File: src/sv/urxfld_pkg.sv
// shared types, constants and keyword tables for the uart receive fifo with line detect
// no dependencies
`timescale 1ns / 1ps

package urxfld_pkg;

  localparam int FIFO_DEPTH    = 512;
  localparam int LINE_CAPACITY = 64;

  localparam int FIFO_AW  = $clog2(FIFO_DEPTH);
  localparam int FILL_W   = 9;
  localparam int LINE_LW  = $clog2(LINE_CAPACITY);
  localparam int KEEP_MAX = LINE_CAPACITY - 1;

  localparam int KW_ON_LEN  = 9;
  localparam int KW_OFF_LEN = 12;

  localparam logic [7:0] CHAR_LF = 8'h0A;
  localparam logic [7:0] CHAR_CR = 8'h0D;

  typedef logic [FIFO_AW-1:0] ptr_t;
  typedef logic [7:0]         byte_t;

  typedef enum logic [1:0] {
    OP_PUSH = 2'd0,
    OP_READ = 2'd1,
    OP_SCAN = 2'd2,
    OP_NONE = 2'd3
  } op_t;

  typedef enum logic [2:0] {
    ST_IDLE,
    ST_READ,
    ST_SCAN_ISSUE,
    ST_SCAN_BYTE,
    ST_DONE
  } state_t;

  // status from the line assembler back to the sequencer
  typedef struct packed {
    logic connected;
    logic hit;
  } line_stat_t;

  // "CONNECTED"
  function automatic byte_t kw_on_char(input logic [3:0] idx);
    byte_t c;
    case (idx)
      4'd0:    c = "C";
      4'd1:    c = "O";
      4'd2:    c = "N";
      4'd3:    c = "N";
      4'd4:    c = "E";
      4'd5:    c = "C";
      4'd6:    c = "T";
      4'd7:    c = "E";
      4'd8:    c = "D";
      default: c = 8'h00;
    endcase
    return c;
  endfunction

  // "DISCONNECTED"
  function automatic byte_t kw_off_char(input logic [3:0] idx);
    byte_t c;
    case (idx)
      4'd0:    c = "D";
      4'd1:    c = "I";
      4'd2:    c = "S";
      4'd3:    c = "C";
      4'd4:    c = "O";
      4'd5:    c = "N";
      4'd6:    c = "N";
      4'd7:    c = "E";
      4'd8:    c = "C";
      4'd9:    c = "T";
      4'd10:   c = "E";
      4'd11:   c = "D";
      default: c = 8'h00;
    endcase
    return c;
  endfunction

endpackage

File: src/sv/uart_rx_fifo_status_line_detect_core.sv
// top level: request sequencer, fifo pointers and result register
// depends on urxfld_pkg, urxfld_fifo_ram, urxfld_line_det
`timescale 1ns / 1ps

// uart receive ring fifo with status line detection. one request is taken at a
// time and gives exactly one result. a push writes the ram at accept and its
// result is loaded in the done state; a host read passes through a read state
// because the fifo ram has a registered read port; a scan alternates an issue
// state and a byte state, one ram read and one line assembler step per byte. the fifo
// holds at most 511 bytes, a push into a full fifo is dropped and flagged. the
// input side is stalled while a request is in progress; the result sits in an
// output register, so a new request is accepted while the last result waits.
// a result that cannot leave because the output stays stalled holds the
// sequencer in its final state until the register frees up.

module uart_rx_fifo_status_line_detect_core import urxfld_pkg::*; (
  input  logic              clk,
  input  logic              rst_n,
  input  logic              in_valid,
  output logic              in_stall,
  input  logic [1:0]        in_opcode,
  input  logic [7:0]        in_rx_byte,
  output logic              out_valid,
  input  logic              out_stall,
  output logic [7:0]        out_read_byte,
  output logic              out_read_valid,
  output logic              out_byte_dropped,
  output logic              out_link_connected,
  output logic              out_status_changed,
  output logic [FILL_W-1:0] out_fill_level
);

  state_t state_r, state_nxt;

  // fifo pointers
  ptr_t wp_r, wp_nxt;
  ptr_t rp_r, rp_nxt;

  // per-request result under construction
  op_t   op_r, op_nxt;
  byte_t res_byte_r, res_byte_nxt;
  logic  res_rv_r, res_rv_nxt;
  logic  res_drop_r, res_drop_nxt;
  logic  res_chg_r, res_chg_nxt;

  // output register
  logic              out_valid_r, out_valid_nxt;
  byte_t             out_byte_r;
  logic              out_rv_r;
  logic              out_drop_r;
  logic              out_conn_r;
  logic              out_chg_r;
  logic [FILL_W-1:0] out_fill_r;

  logic       in_acc;
  logic       out_free;
  logic       load_out;
  logic       mem_we;
  logic       mem_re;
  byte_t      mem_rdata;
  logic       line_bv;
  line_stat_t line_stat;
  logic       fifo_empty;
  logic       fifo_full;
  ptr_t       wp_adv;
  ptr_t       rp_adv;
  logic [FIFO_AW:0] fill;

  function automatic ptr_t advance(input ptr_t p);
    ptr_t q;
    if (p == ptr_t'(FIFO_DEPTH - 1)) begin
      q = '0;
    end else begin
      q = p + ptr_t'(1);
    end
    return q;
  endfunction

  assign wp_adv     = advance(wp_r);
  assign rp_adv     = advance(rp_r);
  assign fifo_empty = (rp_r == wp_r);
  assign fifo_full  = (wp_adv == rp_r);

  always_comb begin
    if (wp_r >= rp_r) begin
      fill = {1'b0, wp_r} - {1'b0, rp_r};
    end else begin
      fill = {1'b0, wp_r} + (FIFO_AW+1)'(FIFO_DEPTH) - {1'b0, rp_r};
    end
  end

  assign in_stall = (state_r != ST_IDLE);
  assign in_acc   = in_valid && !in_stall;
  assign out_free = !out_valid_r || !out_stall;

  urxfld_fifo_ram u_ram (
    .clk   (clk),
    .we    (mem_we),
    .waddr (wp_r),
    .wdata (in_rx_byte),
    .re    (mem_re),
    .raddr (rp_r),
    .rdata (mem_rdata)
  );

  urxfld_line_det u_line (
    .clk        (clk),
    .rst_n      (rst_n),
    .byte_valid (line_bv),
    .byte_in    (mem_rdata),
    .stat       (line_stat)
  );

  // next state
  always_comb begin
    state_nxt = state_r;
    case (state_r)
      ST_IDLE: begin
        if (in_acc) begin
          case (op_t'(in_opcode))
            OP_READ: state_nxt = fifo_empty ? ST_DONE : ST_READ;
            OP_SCAN: state_nxt = ST_SCAN_ISSUE;
            default: state_nxt = ST_DONE;
          endcase
        end
      end
      ST_READ:       state_nxt = ST_DONE;
      ST_SCAN_ISSUE: state_nxt = fifo_empty ? ST_DONE : ST_SCAN_BYTE;
      ST_SCAN_BYTE:  state_nxt = ST_SCAN_ISSUE;
      ST_DONE: begin
        if (out_free) begin
          state_nxt = ST_IDLE;
        end
      end
      default:       state_nxt = ST_IDLE;
    endcase
  end

  // outputs and datapath
  always_comb begin
    mem_we       = 1'b0;
    mem_re       = 1'b0;
    line_bv      = 1'b0;
    load_out     = 1'b0;
    wp_nxt       = wp_r;
    rp_nxt       = rp_r;
    op_nxt       = op_r;
    res_byte_nxt = res_byte_r;
    res_rv_nxt   = res_rv_r;
    res_drop_nxt = res_drop_r;
    res_chg_nxt  = res_chg_r;
    case (state_r)
      ST_IDLE: begin
        if (in_acc) begin
          op_nxt       = op_t'(in_opcode);
          res_byte_nxt = '0;
          res_rv_nxt   = 1'b0;
          res_drop_nxt = 1'b0;
          res_chg_nxt  = 1'b0;
          case (op_t'(in_opcode))
            OP_PUSH: begin
              if (fifo_full) begin
                res_drop_nxt = 1'b1;
              end else begin
                mem_we = 1'b1;
                wp_nxt = wp_adv;
              end
            end
            OP_READ: begin
              if (!fifo_empty) begin
                mem_re = 1'b1;
                rp_nxt = rp_adv;
              end
            end
            default: begin
            end
          endcase
        end
      end
      ST_READ: begin
        res_byte_nxt = mem_rdata;
        res_rv_nxt   = 1'b1;
      end
      ST_SCAN_ISSUE: begin
        if (!fifo_empty) begin
          mem_re = 1'b1;
          rp_nxt = rp_adv;
        end
      end
      ST_SCAN_BYTE: begin
        line_bv     = 1'b1;
        res_chg_nxt = res_chg_r || line_stat.hit;
      end
      ST_DONE: begin
        load_out = out_free;
      end
      default: begin
      end
    endcase
  end

  always_comb begin
    if (load_out) begin
      out_valid_nxt = 1'b1;
    end else begin
      out_valid_nxt = out_valid_r && out_stall;
    end
  end

  always_ff @(posedge clk) begin
    if (!rst_n) begin
      state_r     <= ST_IDLE;
      wp_r        <= '0;
      rp_r        <= '0;
      out_valid_r <= 1'b0;
      op_r        <= OP_NONE;
    end else begin
      state_r     <= state_nxt;
      wp_r        <= wp_nxt;
      rp_r        <= rp_nxt;
      out_valid_r <= out_valid_nxt;
      op_r        <= op_nxt;
    end
  end

  // payload registers, no reset needed
  always_ff @(posedge clk) begin
    res_byte_r <= res_byte_nxt;
    res_rv_r   <= res_rv_nxt;
    res_drop_r <= res_drop_nxt;
    res_chg_r  <= res_chg_nxt;
    if (load_out) begin
      out_byte_r <= res_byte_r;
      out_rv_r   <= res_rv_r;
      out_drop_r <= res_drop_r;
      out_conn_r <= line_stat.connected;
      out_chg_r  <= res_chg_r;
      out_fill_r <= fill[FILL_W-1:0];
    end
  end

  assign out_valid          = out_valid_r;
  assign out_read_byte      = out_byte_r;
  assign out_read_valid     = out_rv_r;
  assign out_byte_dropped   = out_drop_r;
  assign out_link_connected = out_conn_r;
  assign out_status_changed = out_chg_r;
  assign out_fill_level     = out_fill_r;

  // a stalled result is never lost
  a_out_hold: assert property (@(posedge clk) disable iff (!rst_n)
    out_valid_r && out_stall |=> out_valid_r && $stable(out_byte_r) && $stable(out_fill_r))
    else $error("stalled result changed or vanished");

  // a dropped push leaves the write pointer alone
  a_drop_keeps_wp: assert property (@(posedge clk) disable iff (!rst_n)
    in_acc && (in_opcode == OP_PUSH) && fifo_full |=> $stable(wp_r))
    else $error("write pointer moved on a dropped push");

  // a scan only finishes once the fifo is drained
  a_scan_drained: assert property (@(posedge clk) disable iff (!rst_n)
    (state_r == ST_DONE) && (op_r == OP_SCAN) |-> fifo_empty)
    else $error("scan finished with bytes left in fifo");

  // a read result and a drop flag never come together
  a_rv_no_drop: assert property (@(posedge clk) disable iff (!rst_n)
    out_valid_r |-> !(out_rv_r && out_drop_r))
    else $error("read result carries a drop flag");

  // the line assembler only steps during a scan
  a_line_in_scan: assert property (@(posedge clk) disable iff (!rst_n)
    line_bv |-> (op_r == OP_SCAN) && $past(mem_re))
    else $error("line assembler stepped outside a scan");

endmodule

File: src/sv/urxfld_fifo_ram.sv
// byte storage of the receive ring fifo, one write and one registered read port
// depends on urxfld_pkg
`timescale 1ns / 1ps

module urxfld_fifo_ram import urxfld_pkg::*; (
  input  logic  clk,
  input  logic  we,
  input  ptr_t  waddr,
  input  byte_t wdata,
  input  logic  re,
  input  ptr_t  raddr,
  output byte_t rdata
);

  byte_t mem [FIFO_DEPTH];
  byte_t rdata_r;

  always_ff @(posedge clk) begin
    if (we) begin
      mem[waddr] <= wdata;
    end
    if (re) begin
      rdata_r <= mem[raddr];
    end
  end

  assign rdata = rdata_r;

endmodule

File: src/sv/urxfld_line_det.sv
// line assembler: tracks line length and running keyword prefix matches, holds link flag
// depends on urxfld_pkg
`timescale 1ns / 1ps

module urxfld_line_det import urxfld_pkg::*; (
  input  logic       clk,
  input  logic       rst_n,
  input  logic       byte_valid,
  input  byte_t      byte_in,
  output line_stat_t stat
);

  logic [LINE_LW-1:0] len_r, len_nxt;
  logic               on_ok_r, on_ok_nxt;
  logic               off_ok_r, off_ok_nxt;
  logic               conn_r, conn_nxt;
  logic               hit;
  logic               is_eol;

  assign is_eol = (byte_in == CHAR_LF) || (byte_in == CHAR_CR);

  always_comb begin
    len_nxt    = len_r;
    on_ok_nxt  = on_ok_r;
    off_ok_nxt = off_ok_r;
    conn_nxt   = conn_r;
    hit        = 1'b0;
    if (byte_valid) begin
      if (is_eol) begin
        if (len_r != '0) begin
          if (on_ok_r && (len_r == LINE_LW'(KW_ON_LEN))) begin
            conn_nxt = 1'b1;
            hit      = 1'b1;
          end else if (off_ok_r && (len_r == LINE_LW'(KW_OFF_LEN))) begin
            conn_nxt = 1'b0;
            hit      = 1'b1;
          end
          len_nxt    = '0;
          on_ok_nxt  = 1'b1;
          off_ok_nxt = 1'b1;
        end
      end else if (len_r < LINE_LW'(KEEP_MAX)) begin
        // kept character must sit inside the keyword and equal it
        on_ok_nxt  = on_ok_r && (len_r < LINE_LW'(KW_ON_LEN))
                     && (byte_in == kw_on_char(len_r[3:0]));
        off_ok_nxt = off_ok_r && (len_r < LINE_LW'(KW_OFF_LEN))
                     && (byte_in == kw_off_char(len_r[3:0]));
        len_nxt    = len_r + LINE_LW'(1);
      end
    end
  end

  always_ff @(posedge clk) begin
    if (!rst_n) begin
      len_r    <= '0;
      on_ok_r  <= 1'b1;
      off_ok_r <= 1'b1;
      conn_r   <= 1'b0;
    end else begin
      len_r    <= len_nxt;
      on_ok_r  <= on_ok_nxt;
      off_ok_r <= off_ok_nxt;
      conn_r   <= conn_nxt;
    end
  end

  assign stat.connected = conn_r;
  assign stat.hit       = hit;

endmodule

File: config.mk
export PLATFORM = sky130hd
export DESIGN_NAME = uart_rx_fifo_status_line_detect_core
export DESIGN_NICKNAME = d
export VERILOG_FILES = /design/src/sv/urxfld_pkg.sv /design/src/sv/uart_rx_fifo_status_line_detect_core.sv /design/src/sv/urxfld_fifo_ram.sv /design/src/sv/urxfld_line_det.sv
export SDC_FILE = /design/constraint.sdc
export NUM_CORES = 2
export LEC_CHECK = 0
export ABC_CLOCK_PERIOD_IN_PS = 4000
export BUFFER_PORTS_ARGS = -buffer_cell sky130_fd_sc_hd__buf_2
export CAP_MARGIN = 20
export CORE_MARGIN = 3
export CORE_UTILIZATION = 45
export CTS_CLUSTER_SIZE = 10
export DETAILED_ROUTE_END_ITERATION = 12
export RECOVER_POWER = 100
export SLEW_MARGIN = 15
export SYNTH_ARGS = -nofsm -noshare
export SYNTH_HDL_FRONTEND = slang
export SYNTH_MEMORY_MAX_BITS = 65536
export SYNTH_SLANG_ARGS = --single-unit
File: constraint.sdc
create_clock -name clk -period 4 [get_ports clk]
set_input_delay 0.4 -clock clk [delete_from_list [all_inputs] [get_ports clk]]
set_output_delay 0.4 -clock clk [all_outputs]
set_load 0.02 [all_outputs]
* Yosys cells after proc, flatten, opt, wreduce, memory -nomap -nowiden
Memories as Yosys holds them, arrays and structs flattened. A register that Yosys moved wholly into a read port is not among the register bits.
Cells that the tools add are included.
** Storage, ports and cells
- RAM bits :: 4096
- Bits in latches :: 0
- Register bits :: 63
- Memories kept :: 3
- ROM bits :: 192
- Input bits :: 14
- Output and inout port bits :: 23
** Cells by class
- Divide/modulo/power cells :: 0
- Reductions and logical operators :: 31
- Shifts and indexed selects :: 0
- Multiply operators :: 0
- Eq/ne operators :: 20
- $add $sub $neg :: 6
- Bitwise operators :: 1
- Order comparisons :: 4
- Multiplexer cells :: 57
** Memories
- u_ram.mem :: depth 512, width 8, read ports 1, clocked after memory_dff 1, wr ports 1, RTL line urxfld_fifo_ram.sv:15 : byte_t mem [FIFO_DEPTH];
- (name not given) :: depth 16, width 6, read ports 1, clocked after memory_dff 1, wr ports 0, RTL line urxfld_pkg.sv:48 : case (idx)
- (name not given) :: depth 16, width 6, read ports 1, clocked after memory_dff 1, wr ports 0, RTL line urxfld_pkg.sv:66 : case (idx)
** Operators by type and width (number)
- two-way mux 8 bit :: 7
- two-way mux 9 bit :: 6
- adder 9 x 1 -> 9 bit, second input constant :: 3
- two-way mux 1 bit :: 26
- == test 9 bit :: 2
- == test 9 bit, second input constant :: 2
- two-way mux 6 bit :: 3
- one-hot mux 9 bit (2 select lines) :: 1
- subtractor 9 bit :: 2
- == test 8 x 4 -> 1 bit, second input constant :: 2
- == test 8 bit :: 2
- two-way mux 4 bit :: 4
- one-hot mux 8 bit (2 select lines) :: 1
- one-hot mux 3 bit (5 select lines) :: 1
- == test 6 x 4 -> 1 bit, second input constant :: 2
- less-than comparator 6 x 4 -> 1 bit, second input constant :: 2
- two-way mux 3 bit :: 4
- nonzero test 2 bit :: 5
- >= comparator 9 bit :: 1
- logical AND 1 bit :: 8
- inequality test 2 bit, second input constant :: 4
- AND reduction 2 bit :: 4
- AND reduction 4 bit :: 2
- adder 6 x 1 -> 6 bit, second input constant :: 1
- other kinds (16) :: 24

* Depth between registers and ports, before layout
- Word-level depth :: 9
- Gate-level depth with buffers :: 14

* Cells and area by module
From an unflattened synthesis, not the netlist that was laid out.
** Second synthesis, totals
- Cells, all modules :: 8451
- Area total of the unflattened synthesis :: 164260.0 µm²
** By module, submodules not included
- urxfld_fifo_ram :: instances 1, cells each 8030, seq. area each 123238.2 µm², area an instance 160007.2 µm²
- uart_rx_fifo_status_line_detect_core :: instances 1, cells each 280, seq. area each 1401.3 µm², area an instance 2936.6 µm²
- urxfld_line_det :: instances 1, cells each 141, seq. area each 420.4 µm², area an instance 1316.3 µm²

* Worst setup path after synthesis
OpenSTA, ideal clock, no wires.
- Kind :: register to register
- Start :: register rp_r[2]
- End :: register rp_r[6]
- Clock period less this slack :: 3.528 ns
- Required time :: 3.928 ns
- Path buffers :: 4
- Cell stages (with the launch flop) :: 15
- Data arrival time :: 3.456 ns
- Slack :: 0.472 ns
- Path through :: dfxtp_1 buf_2 inv_2 buf_1 clkbuf_1 buf_2 ha_1 nand4_1 nor2_1 nand2_1 nand2_1 nor2_1 nand3_1 or3_1 a21oi_1
** Between the ends
- Longest elaborated chain between the ends :: 6
- Elaborated cells between the ends (all ways) :: 8
** RTL lines
- from (decl) :: RTL line uart_rx_fifo_status_line_detect_core.sv:37 : ptr_t rp_r, rp_nxt;
- from (signal assigned) :: RTL line uart_rx_fifo_status_line_detect_core.sv:220 : rp_r <= rp_nxt;
- adder 9 x 1 -> 9 bit / == test 9 bit (equally long branches) :: RTL line uart_rx_fifo_status_line_detect_core.sv:74, uart_rx_fifo_status_line_detect_core.sv:71
- two-way mux 9 bit :: RTL line uart_rx_fifo_status_line_detect_core.sv:71 : if (p == ptr_t'(FIFO_DEPTH - 1)) begin
- two-way mux 9 bit (*) :: RTL line uart_rx_fifo_status_line_detect_core.sv:170, uart_rx_fifo_status_line_detect_core.sv:185
- two-way mux 9 bit :: RTL line uart_rx_fifo_status_line_detect_core.sv:160 : case (op_t'(in_opcode))
- two-way mux 9 bit :: RTL line uart_rx_fifo_status_line_detect_core.sv:154 : if (in_acc) begin
- one-hot mux 9 bit (2 select lines) (*) :: RTL line uart_rx_fifo_status_line_detect_core.sv:152 : case (state_r)
Mark *: on every way between the ends. The rest lies on a longest branch, timed or not. The select of a mux whose other input is x is not followed.
A chain may end at the register's enable or synchronous reset.

* Worst setup path in the final report
- Start :: register rp_r[4]
- End :: register u_ram.rdata_r[7] (netlist: u_ram.rdata[7]), read port of u_ram.mem, data pin
** Between the ends
- Longest elaborated chain between the ends :: 5
** RTL lines
- == test 9 bit :: RTL line uart_rx_fifo_status_line_detect_core.sv:81 : assign fifo_empty = (rp_r == wp_r);
- two-way mux 1 bit :: RTL line uart_rx_fifo_status_line_detect_core.sv:170, uart_rx_fifo_status_line_detect_core.sv:185
- two-way mux 1 bit :: RTL line uart_rx_fifo_status_line_detect_core.sv:160
- two-way mux 1 bit :: RTL line uart_rx_fifo_status_line_detect_core.sv:154
- one-hot mux 1 bit (2 select lines) :: RTL line uart_rx_fifo_status_line_detect_core.sv:152
- to (decl) :: RTL line urxfld_fifo_ram.sv:16 : byte_t rdata_r;
Several ways; a longest one is shown, not always the timed one.

==> impl_metrics.env <==
export IMPL_setup_ws_ns=-0.06805
export IMPL_powerDensity_nw_per_um2=464.6
export IMPL_io_pins=37
export IMPL_slew_violations=1651
export IMPL_h_tree_depth=5
export IMPL_cp_max_fo=13
export IMPL_layout_min_cycle_time_ns=4.068
export IMPL_grt_overflow=0
export IMPL_cp_buffers_inverters=2
export IMPL_hp_class="input pin to flip-flop"
export IMPL_drtIter0Drc=12610
export IMPL_tritoncts="built"
export IMPL_r2r_start="rp_r[4]$_SDFFE_PN0P_"
export IMPL_synth_edf_count=4136
export IMPL_clockRootBuffer="clkbuf_16"
export IMPL_synth_cell_types=83
export IMPL_finalSetupViolCount=2
export IMPL_numCtsBuffers=463
export IMPL_cap_violations=20
export IMPL_drive_above_1_share_pct=26.06
export IMPL_place_hpwl_mm=300.2
export IMPL_timing_critical_path_mode_cell="buf_4"
export IMPL_syn_area_per_cell_um2=20.70
export IMPL_cp_num_cells=10
export IMPL_grt_use_total_pct=25.55
export IMPL_async_flop_share_pct=0
export IMPL_rows=220
export IMPL_rsz0062_at_grt="false"
export IMPL_flow_area_growth_from_synthesis_pct=15.03
export IMPL_critical_path_startpoint="rp_r[4]$_SDFFE_PN0P_"
export IMPL_max_clock_path_buffers=4
export IMPL_drc=0
export IMPL_grt_pass1_vias=86720
export IMPL_num_vias=87280
export IMPL_required_ns=4.83
export IMPL_reg2reg_depth=10
export IMPL_violations="max-capacitance violations, max-slew violations, negative setup slack"
export IMPL_fin_total_pwr_mw=87.10
export IMPL_mappedNetlistNets=7918
export IMPL_grt_max_degree=152
export IMPL_synth_flop_cell="edfxtp_1"
export IMPL_criticalPathCategory="flip-flop to flip-flop"
export IMPL_die_x_um=607.8
export IMPL_via_per_inst=6.252
export IMPL_p_leak_nw=57.81
export IMPL_dp_slack_ns=-0.2156
export IMPL_finalCritPeriodShare_pct=101.7
export IMPL_setup_worst_path_start_class="flip-flop"
export IMPL_layout_commonest_cell="edfxtp_1"
export IMPL_die_area_um2=369400
export IMPL_start_util_pct=45.30
export IMPL_core_area_um2=359800
export IMPL_synth_seq_cells=4179
export IMPL_design_area_um2=187500
export IMPL_relSlewSlack_pct=-112.0
export IMPL_status="finished with violations"
export IMPL_antenna_found_initial=24
export IMPL_fin_nets=9119
export IMPL_cp_arrival_ns=4.90
export IMPL_grt_pass1_wl_mm=673.4
export IMPL_syn_inst=7873
export IMPL_wl_per_cell_um=34.21
export IMPL_hold_path_startpoint="in_valid"
export IMPL_syn_area_um2=163000
export IMPL_crit_chain="nand2_1 > buf_4 > nor2_1 > a221oi_1 > o211a_1 > o21ai_0 > a21oi_1 > buf_4 > or3_1 > a32oi_1"
export IMPL_routed_wl_mm=477.6
export IMPL_io_buffers=36
export IMPL_placed_cells=13360
export IMPL_worstSkewPairLatency_ns=1.01
export IMPL_hold_ws_ns=0.3836
export IMPL_slowest_delay_ns=0.84
export IMPL_drtAntennaViolNets=0
export IMPL_ys_seq_area_share_pct=76.73
export IMPL_final_core_util_pct=52.11
export IMPL_whs_path_depth=4
export IMPL_finalSetupTns_ns=-0.1020
export IMPL_cts_sinks=4179
export IMPL_fin_worst_skew_ns=0.1047
export IMPL_clkSlewWorstSetupHoldPaths_ns=0.06
export IMPL_slowest_stage="nor2_1"
export IMPL_clock_fmax_ghz=0.2458
export IMPL_final_cell_mix="edfxtp_1, mux4_2, nor2_1"
export IMPL_firstDrtPassIters=8
export IMPL_dpl_instance_area_um2=177000
export IMPL_final_hold_viol_count=0
export IMPL_crit_path_end_kind="flip-flop"
export IMPL_die_y_um=607.8
export IMPL_yosys_warnings=0
export IMPL_tightest_slew_ns=3.180
export IMPL_gp_congestion=0.8992
export IMPL_worst_ir_drop_vdd_v=0.0003822
export IMPL_fin_cells=13960
export IMPL_critPathTopFamily="simple AND/OR/NAND/NOR gates"
==> report_power, final <==
part / total (mW) / switching [mW] / internal, mW
clock: 37.2 / 16.2 / 21.0
sequential: 48.2 / 0.0192 / 48.2
combinational: 1.67 / 1.24 / 0.431
==> logic make-up after synthesis <==
family                     count (synthesis)  synth area share [%]
and+or+nand+nor                         1108                 2.903
adders and majority gates                 31                0.2426
buffers and inverters                    512                 1.781
muxes                                   1259                 14.99
AOI/OAI and AO/OA                        747                 3.151
DFF                                     4179                 76.73
xor gates and xnor gates                  37                0.1988
==> routing by layer <==
layer | share of wire [%] | GRT usage [%]
met1 | 40 | 36.98
met2 | 46 | 38.98
met3 | 11 | 5.992
met4 | 3.3 | 7.233
met5 | 0.0027 | 0
==> cells in the mapped netlist (28+ instances only) <==
master / instances / share of area, %
a211oi_1: 41 / 0.19
a21oi_1: 136 / 0.42
a221oi_1: 56 / 0.30
a22oi_1: 149 / 0.69
a31oi_1: 28 / 0.11
buf_2: 188 / 0.58
buf_4: 43 / 0.20
buf_6: 60 / 0.41
clkbuf_1: 160 / 0.37
dfxtp_1: 43 / 0.53
edfxtp_1: 4136 / 76
ha_1: 30 / 0.23
mux2i_1: 308 / 1.9
mux4_2: 939 / 13
nand2_1: 227 / 0.52
nand3_1: 81 / 0.25
nor2_1: 617 / 1.4
nor3_1: 47 / 0.14
o21ai_0: 106 / 0.33
o22ai_1: 69 / 0.26
==> worst register-to-register path: cells and delay by family (launching register included) <==
| kind | cells | cell delay (ns) |
|---|---|---|
| buffers and inverters | 2 | 0.46 |
| DFF | 1 | 0.61 |
| AOI/OAI and AO/OA | 5 | 1.13 |
| and+or+nand+nor | 3 | 1.70 |
==> registers in the layout, indices dropped and copies added, names as in the netlist, 3 cells and up, named ones only <==
register and flops:
rp_r 9, out_read_byte 8, state_r 3, u_ram.rdata 8, u_ram.mem 4096, res_byte_r 8, u_line.len_r 6, wp_r 9
out_fill_level 9
==> area by class of cell <==
class	count	area (µm²)
inverters	28	121.4
multi-input cells	3182	35220
well taps	4773	5972
clock buffers	531	11980
flip-flops and latches	4179	125100
repair buffers	1220	8492
clock inverters	41	600.6
diodes	6	15.01
fillers	28090	172300
==> timing repair <==
action / CTS / global route
resized for setup: 3 / 6
endpoints found under the hold margin: 227 / 0
hold buffers: 14 / 0
setup endpoints to repair: 5 / 92
setup buffers: 6 / 4
==> final timing paths <==
path                                                    to  slack (ns)
worst max-delay path              u_ram.rdata[7]$_DFFE_PP_       -0.07
worst min-delay path               res_chg_r$_SDFFCE_PN0P_        0.38
worst max register to register    u_ram.rdata[7]$_DFFE_PP_       -0.07
worst min register to register  out_read_byte[7]$_DFFE_PP_        0.42
(Power assumes the default switching activity.)
